<file path="src/hdl/fhtf_pkg.sv">
`timescale 1ns / 1ps
// Shared types and codes for the free hole table.
// No dependencies; used by fhtf_cell and free_hole_table_fit.
package fhtf_pkg;

  localparam int MODE_BITS   = 3;
  localparam int STATUS_BITS = 2;
  localparam int REQ_BITS    = 17;

  // operation codes
  localparam logic [MODE_BITS-1:0] MODE_INSERT   = 3'd0;
  localparam logic [MODE_BITS-1:0] MODE_REMOVE   = 3'd1;
  localparam logic [MODE_BITS-1:0] MODE_FIT      = 3'd2;
  localparam logic [MODE_BITS-1:0] MODE_FIND_BEG = 3'd3;
  localparam logic [MODE_BITS-1:0] MODE_FIND_END = 3'd4;

  // result status codes
  localparam logic [STATUS_BITS-1:0] ST_OK        = 2'd0;
  localparam logic [STATUS_BITS-1:0] ST_NOT_FOUND = 2'd1;
  localparam logic [STATUS_BITS-1:0] ST_FULL      = 2'd2;

  // controls broadcast to every cell
  typedef struct packed {
    logic [MODE_BITS-1:0] mode;
    logic                 policy;     // 0 best fit, 1 worst fit
    logic                 shift_in;   // open a slot at pos, shift tail right
    logic                 shift_out;  // close slot at pos, shift tail left
  } ctrl_t;

endpackage

</file>
<file path="src/hdl/fhtf_cell.sv">
`timescale 1ns / 1ps
// One table cell: holds a hole entry and one stage of the scan probe.
// Depends on fhtf_pkg.
module fhtf_cell #(
  parameter int DEPTH     = 64,
  parameter int ADDR_BITS = 16,
  parameter int IDX       = 0
) (
  input  logic                             clk,
  input  fhtf_pkg::ctrl_t                  ctrl,
  input  logic [$clog2(DEPTH+1)-1:0]       count,
  input  logic [$clog2(DEPTH)-1:0]         pos,
  input  logic [ADDR_BITS-1:0]             key_first,
  input  logic [ADDR_BITS-1:0]             key_last,
  input  logic [fhtf_pkg::REQ_BITS-1:0]    req,
  input  logic [ADDR_BITS-1:0]             left_first,
  input  logic [ADDR_BITS-1:0]             left_last,
  input  logic [ADDR_BITS-1:0]             right_first,
  input  logic [ADDR_BITS-1:0]             right_last,
  input  logic                             in_hit,
  input  logic [$clog2(DEPTH)-1:0]         in_idx,
  input  logic signed [ADDR_BITS:0]        in_span,
  input  logic [ADDR_BITS-1:0]             in_first,
  input  logic [ADDR_BITS-1:0]             in_last,
  output logic                             out_hit,
  output logic [$clog2(DEPTH)-1:0]         out_idx,
  output logic signed [ADDR_BITS:0]        out_span,
  output logic [ADDR_BITS-1:0]             out_first,
  output logic [ADDR_BITS-1:0]             out_last,
  output logic [ADDR_BITS-1:0]             entry_first,
  output logic [ADDR_BITS-1:0]             entry_last
);

  localparam int IW   = $clog2(DEPTH);
  localparam int CNTW = $clog2(DEPTH+1);
  localparam int CW   = ((ADDR_BITS > fhtf_pkg::REQ_BITS) ? ADDR_BITS : fhtf_pkg::REQ_BITS) + 2;
  localparam logic [CNTW-1:0] MY_CNT = CNTW'(IDX);
  localparam logic [IW-1:0]   MY_IDX = IW'(IDX);

  logic                     valid;
  logic signed [ADDR_BITS:0] span;
  logic signed [ADDR_BITS:0] key_span;
  logic signed [CW-1:0]     span_ext;
  logic signed [CW-1:0]     req_ext;
  logic                     fits;
  logic                     better;
  logic                     take;

  assign valid    = MY_CNT < count;
  assign span     = $signed({1'b0, entry_last}) - $signed({1'b0, entry_first});
  assign key_span = $signed({1'b0, key_last}) - $signed({1'b0, key_first});
  assign span_ext = $signed({{(CW-ADDR_BITS-1){span[ADDR_BITS]}}, span});
  assign req_ext  = $signed({{(CW-fhtf_pkg::REQ_BITS){1'b0}}, req});
  assign fits     = req_ext <= (span_ext + CW'(1));
  assign better   = ctrl.policy ? (span > in_span) : (span < in_span);

  // does this cell replace the incoming probe record
  always_comb begin
    case (ctrl.mode)
      fhtf_pkg::MODE_INSERT:   take = !in_hit && valid && (span > key_span);
      fhtf_pkg::MODE_REMOVE,
      fhtf_pkg::MODE_FIND_BEG: take = !in_hit && valid && (entry_first == key_first);
      fhtf_pkg::MODE_FIND_END: take = !in_hit && valid && (entry_last == key_first);
      fhtf_pkg::MODE_FIT:      take = valid && fits && (!in_hit || better);
      default:                 take = 1'b0;
    endcase
  end

  // probe stage register
  always_ff @(posedge clk) begin
    if (take) begin
      out_hit   <= 1'b1;
      out_idx   <= MY_IDX;
      out_span  <= span;
      out_first <= entry_first;
      out_last  <= entry_last;
    end else begin
      out_hit   <= in_hit;
      out_idx   <= in_idx;
      out_span  <= in_span;
      out_first <= in_first;
      out_last  <= in_last;
    end
  end

  // entry storage, shifted with neighbors on insert and remove
  always_ff @(posedge clk) begin
    if (ctrl.shift_in) begin
      if (MY_IDX == pos) begin
        entry_first <= key_first;
        entry_last  <= key_last;
      end else if (MY_IDX > pos) begin
        entry_first <= left_first;
        entry_last  <= left_last;
      end
    end else if (ctrl.shift_out && (MY_IDX >= pos)) begin
      entry_first <= right_first;
      entry_last  <= right_last;
    end
  end

endmodule

</file>
<file path="config.mk">
export PLATFORM = sky130hd
export DESIGN_NAME = fhtf_cell
export DESIGN_NICKNAME = d
export VERILOG_FILES = /design/src/hdl/fhtf_pkg.sv /design/src/hdl/fhtf_cell.sv
export SDC_FILE = /design/constraint.sdc
export NUM_CORES = 1
export LEC_CHECK = 0
export BUFFER_PORTS_ARGS = -buffer_cell sky130_fd_sc_hd__buf_2
export CORE_ASPECT_RATIO = 1.1
export CORE_MARGIN = 5
export CORE_UTILIZATION = 40
export DETAILED_ROUTE_END_ITERATION = 8
export PLACE_DENSITY_LB_ADDON = 0.3
export SYNTH_ARGS = -nofsm -noshare
export SYNTH_HDL_FRONTEND = slang
export SYNTH_SLANG_ARGS = --single-unit
</file>
<file path="constraint.sdc">
create_clock -name clk -period 4.96 [get_ports clk]
set_input_delay 0.992 -clock clk [delete_from_list [all_inputs] [get_ports clk]]
set_output_delay 0.992 -clock clk [all_outputs]
set_load 0.03 [all_outputs]
</file>
==> key figures <==
Run status
  • Status: finished, violations left
  • Failing checks: setup timing

Power
  • Leak Pwr: 4.95 nW
  • Power per cell area: 231 mW/mm²
  • Worst vdd ir: 0.254 mV

Synth
  • Syn avg cell area: 8.85 µm²
  • Post-synth top area share: roughly 16%
  • Post-synth ARST share: 0%
  • Sequential-to-total area share from yosys stat: 30.4%
  • Syn nets: 1049
  • Synth area leaders: dfxtp_1 (16%), ha_1 (15%), edfxtp_1 (14%)
  • Ys flop type: dfxtp_1
  • Post-synth EDFFs: 32
  • Syn Inst Count: 774
  • Synth area leader: dfxtp_1
  • Yosys Warn Count: 0
  • Synth Register Bits: 88
  • Synth unique cells: 61
  • Netlist Area Pre-Place: 0.00685 mm²

Routing
  • Antenna viol nets, final: 0
  • Via/cell ratio: about 5.2
  • DR vias: 7233
  • Final wirelength: 25.3 mm
  • Drt pass-1 iters: 6
  • Routed len/inst: 18.3 µm
  • Residual DRC: 0
  • Initial DRC Count: 396

Global routing
  • Vias in the first global route: a little over 7k
  • GRT Total Usage: 24.5%
  • GRT Residual Overflow: 0
  • Initial antenna violation count: 1
  • First-pass GRT wire length: 37.7 mm
  • Largest net degree at the start of global routing: 66

Cells and area
  • Layout cells sized above 1: 42.4%
  • P&R area growth vs syn: 45.4%
  • FILL cells: 1579
  • ANT cells: 0
  • # nets final: 1423
  • Final cell count without fillers: 1387

Floorplan
  • Site Rows: 50
  • Core area: 0.0170 mm²
  • Initial Util: 40.4%
  • # IOs: 277
  • Full die area: slightly below 0.02 mm²
  • Die Width: 135 µm
  • Die height: between 100 and 150 µm

STA
  • Final hold vios: 0
  • Worst clock skew: 0.00789 ns
  • Final setup viols: 47
  • Slew HR: 27.4%
  • Fin. max-slew vios: 0
  • Slew @ Worst Pin: 1.09 ns
  • Period Utilization, post-route: 102%
  • Setup TNS: -3.01 ns
  • RSZ-0062 raised after global routing: yes
  • Tmin final: between 5 and 6 ns
  • Fmax: 197 MHz
  • Setup WS post-layout: -0.107 ns

Worst setup path
  • Crit end category: flip-flop
  • Arr. time, crit path: 5.32 ns
  • Worst setup path class: flip-flop to flip-flop
  • Worst stage delay on the critical path: about 0.37 ns
  • R2R cell count: 27
  • Slowest cell on crit path: edfxtp_1
  • Crit path max fanout: 8
  • R2r setup slk: -0.11 ns
  • Startpoint types: flip-flop
  • Required time worst endpoint: approximately 5.2 ns

CTS
  • Clk sink count: just under 90
  • Worst skew pair latency: 0.36 ns
  • CTS Root Cell: clkbuf_16
  • Clk slew on worst S/H paths: 0.07 ns
  • CTS tree: built
  • H-tree depth: 3
  • CTS buffer count: 9
  • Max Root-Sink Buffers: 2
  • Post-CTS Hold Buffers: 0

Placed design
  • HPWL after DPL: a little over 20 mm
  • Input/output buffers: 276
  • Inst Count DP: 1340
  • DP Worst Slack: -0.413 ns
  • Final Wtd Congestion: 0.925

Min path
  • WHS Path Cells: 1
  • Hold Path Class: flip-flop to flip-flop

Flow run
  • Maxcap violations: 0
==> cell usage after synthesis (all sizes together), types with 4 or more instances <==
cell and count:
nor2 88, o21a 5, a221oi 4, mux2 44, buf 6, clkbuf 15, ha 84, edfxtp 32
nand2b 5, mux2i 21, nand4 14, a31oi 6, and2 5, nor4 10, a21o 12, nor3 11
o21bai 5, nand3 16, o21ai 22, inv 75, o22ai 7, a21oi 88, nand2 28, dfxtp 56
a211oi 7, o211ai 4, xor2 16, xnor2 34, nor2b 16
==> layout make-up <==
| class | instances | area (µm²) | area share [%] |
|---|---|---|---|
| clock buffer | 11 | 275 | 2.76 |
| clock inverter | 5 | 46.3 | 0.465 |
| inverter | 75 | 282 | 2.83 |
| multi-input combinational | 590 | 4690 | 47.1 |
| sequential | 88 | 2080 | 20.9 |
| tap | 234 | 293 | 2.94 |
| timing repair buffer | 384 | 2290 | 23.0 |
==> stage by stage <==
step / cell area (µm²) / hold WS, ns / total power [mW] / util (%)
finish: 9960 / 0.578 / 2.31 / 58.8
global route: 9960 / 0.603 / 2.41 / 58.8
CTS: 9660 / 0.570 / 2.27 / 57.0
detailed placement: 9060 / 0.559 / 1.50 / 53.4
global placement: 9060 / 0.549 / 1.49 / 53.4
floorplan: 6890 / 0.718 / 1.24 / -
==> placed cells by master (no fill, tap or decap), types with 17 or more instances in the layout <==
cell type and n:
edfxtp_1 32, buf_2 276, a21oi_1 84, nand2_1 26, ha_1 80, xnor2_1 32
buf_4 100, dfxtp_1 56, mux2i_1 21, o21ai_0 17, inv_1 71, nor2_1 86
mux2_4 26
==> report_power, final <==
group / internal, mW / total, mW / switching, mW
Combinational: 0.345 / 0.757 / 0.413
Clock: 0.408 / 0.736 / 0.329
Sequential: 0.799 / 0.812 / 0.0132
==> registers in the layout, summed over array words and instances (netlist names) <==
name,count
entry_first,16
entry_last,16
out_first,16
out_hit,1
out_idx,6
out_last,16
out_span,17
==> worst max-delay path: cells and delay by family, from the launching register on <==
kind / cells / cell delay [ns]
multiplexers: 1 / 0.32
adder cells (fa/ha/maj): 3 / 0.70
AO/OA/AOI/OAI: 11 / 1.92
AND/OR/NAND/NOR: 6 / 0.77
XOR/XNOR: 1 / 0.16
flip-flops: 1 / 0.37
buffers and inverters: 5 / 0.69
==> final timing paths <==
path,start,to
max,entry_last[0]$_DFFE_PP_,out_last[4]$_DFF_P_
min,entry_first[2]$_DFFE_PP_,out_first[2]$_DFF_P_
max reg2reg,entry_last[0]$_DFFE_PP_,out_last[4]$_DFF_P_
min reg2reg,entry_first[2]$_DFFE_PP_,out_first[2]$_DFF_P_
==> timing repair <==
action / in CTS / in global routing
endpoints found under the setup margin: 51 / 56
resized for setup: 13 / 57
buffers inserted: 23 / 6
hold endpoints to repair: 0 / 0
gates cloned: 2 / 1
pin swaps: 11 / 25
==> layer usage <==
| layer | wire, µm | vias to the layer above | GRT usage, % |
|---|---|---|---|
| li1 | - | 3521 | - |
| met1 | 10200 | 3341 | 30.0 |
| met2 | 12300 | 322 | 41.6 |
| met3 | 2070 | 47 | 6.23 |
| met4 | 750 | 2 | 8.40 |
| met5 | 13 | - | 0 |
==> cell families (layout without fill, tap and decap cells) <==
logic type               count (synthesis)  after routing  share of synthesized area (%)
adder cells (fa/ha/maj)                 86             86                           15.9
flip-flops                              88             88                           30.4
XOR/XNOR                                50             50                           6.39
buffers and inverters                   96            475                           5.75
AO/OA/AOI/OAI                          182            182                           16.7
multiplexers                            65             65                           10.3
AND/OR/NAND/NOR                        207            207                           14.6
Power figures use the tool's default switching activity.
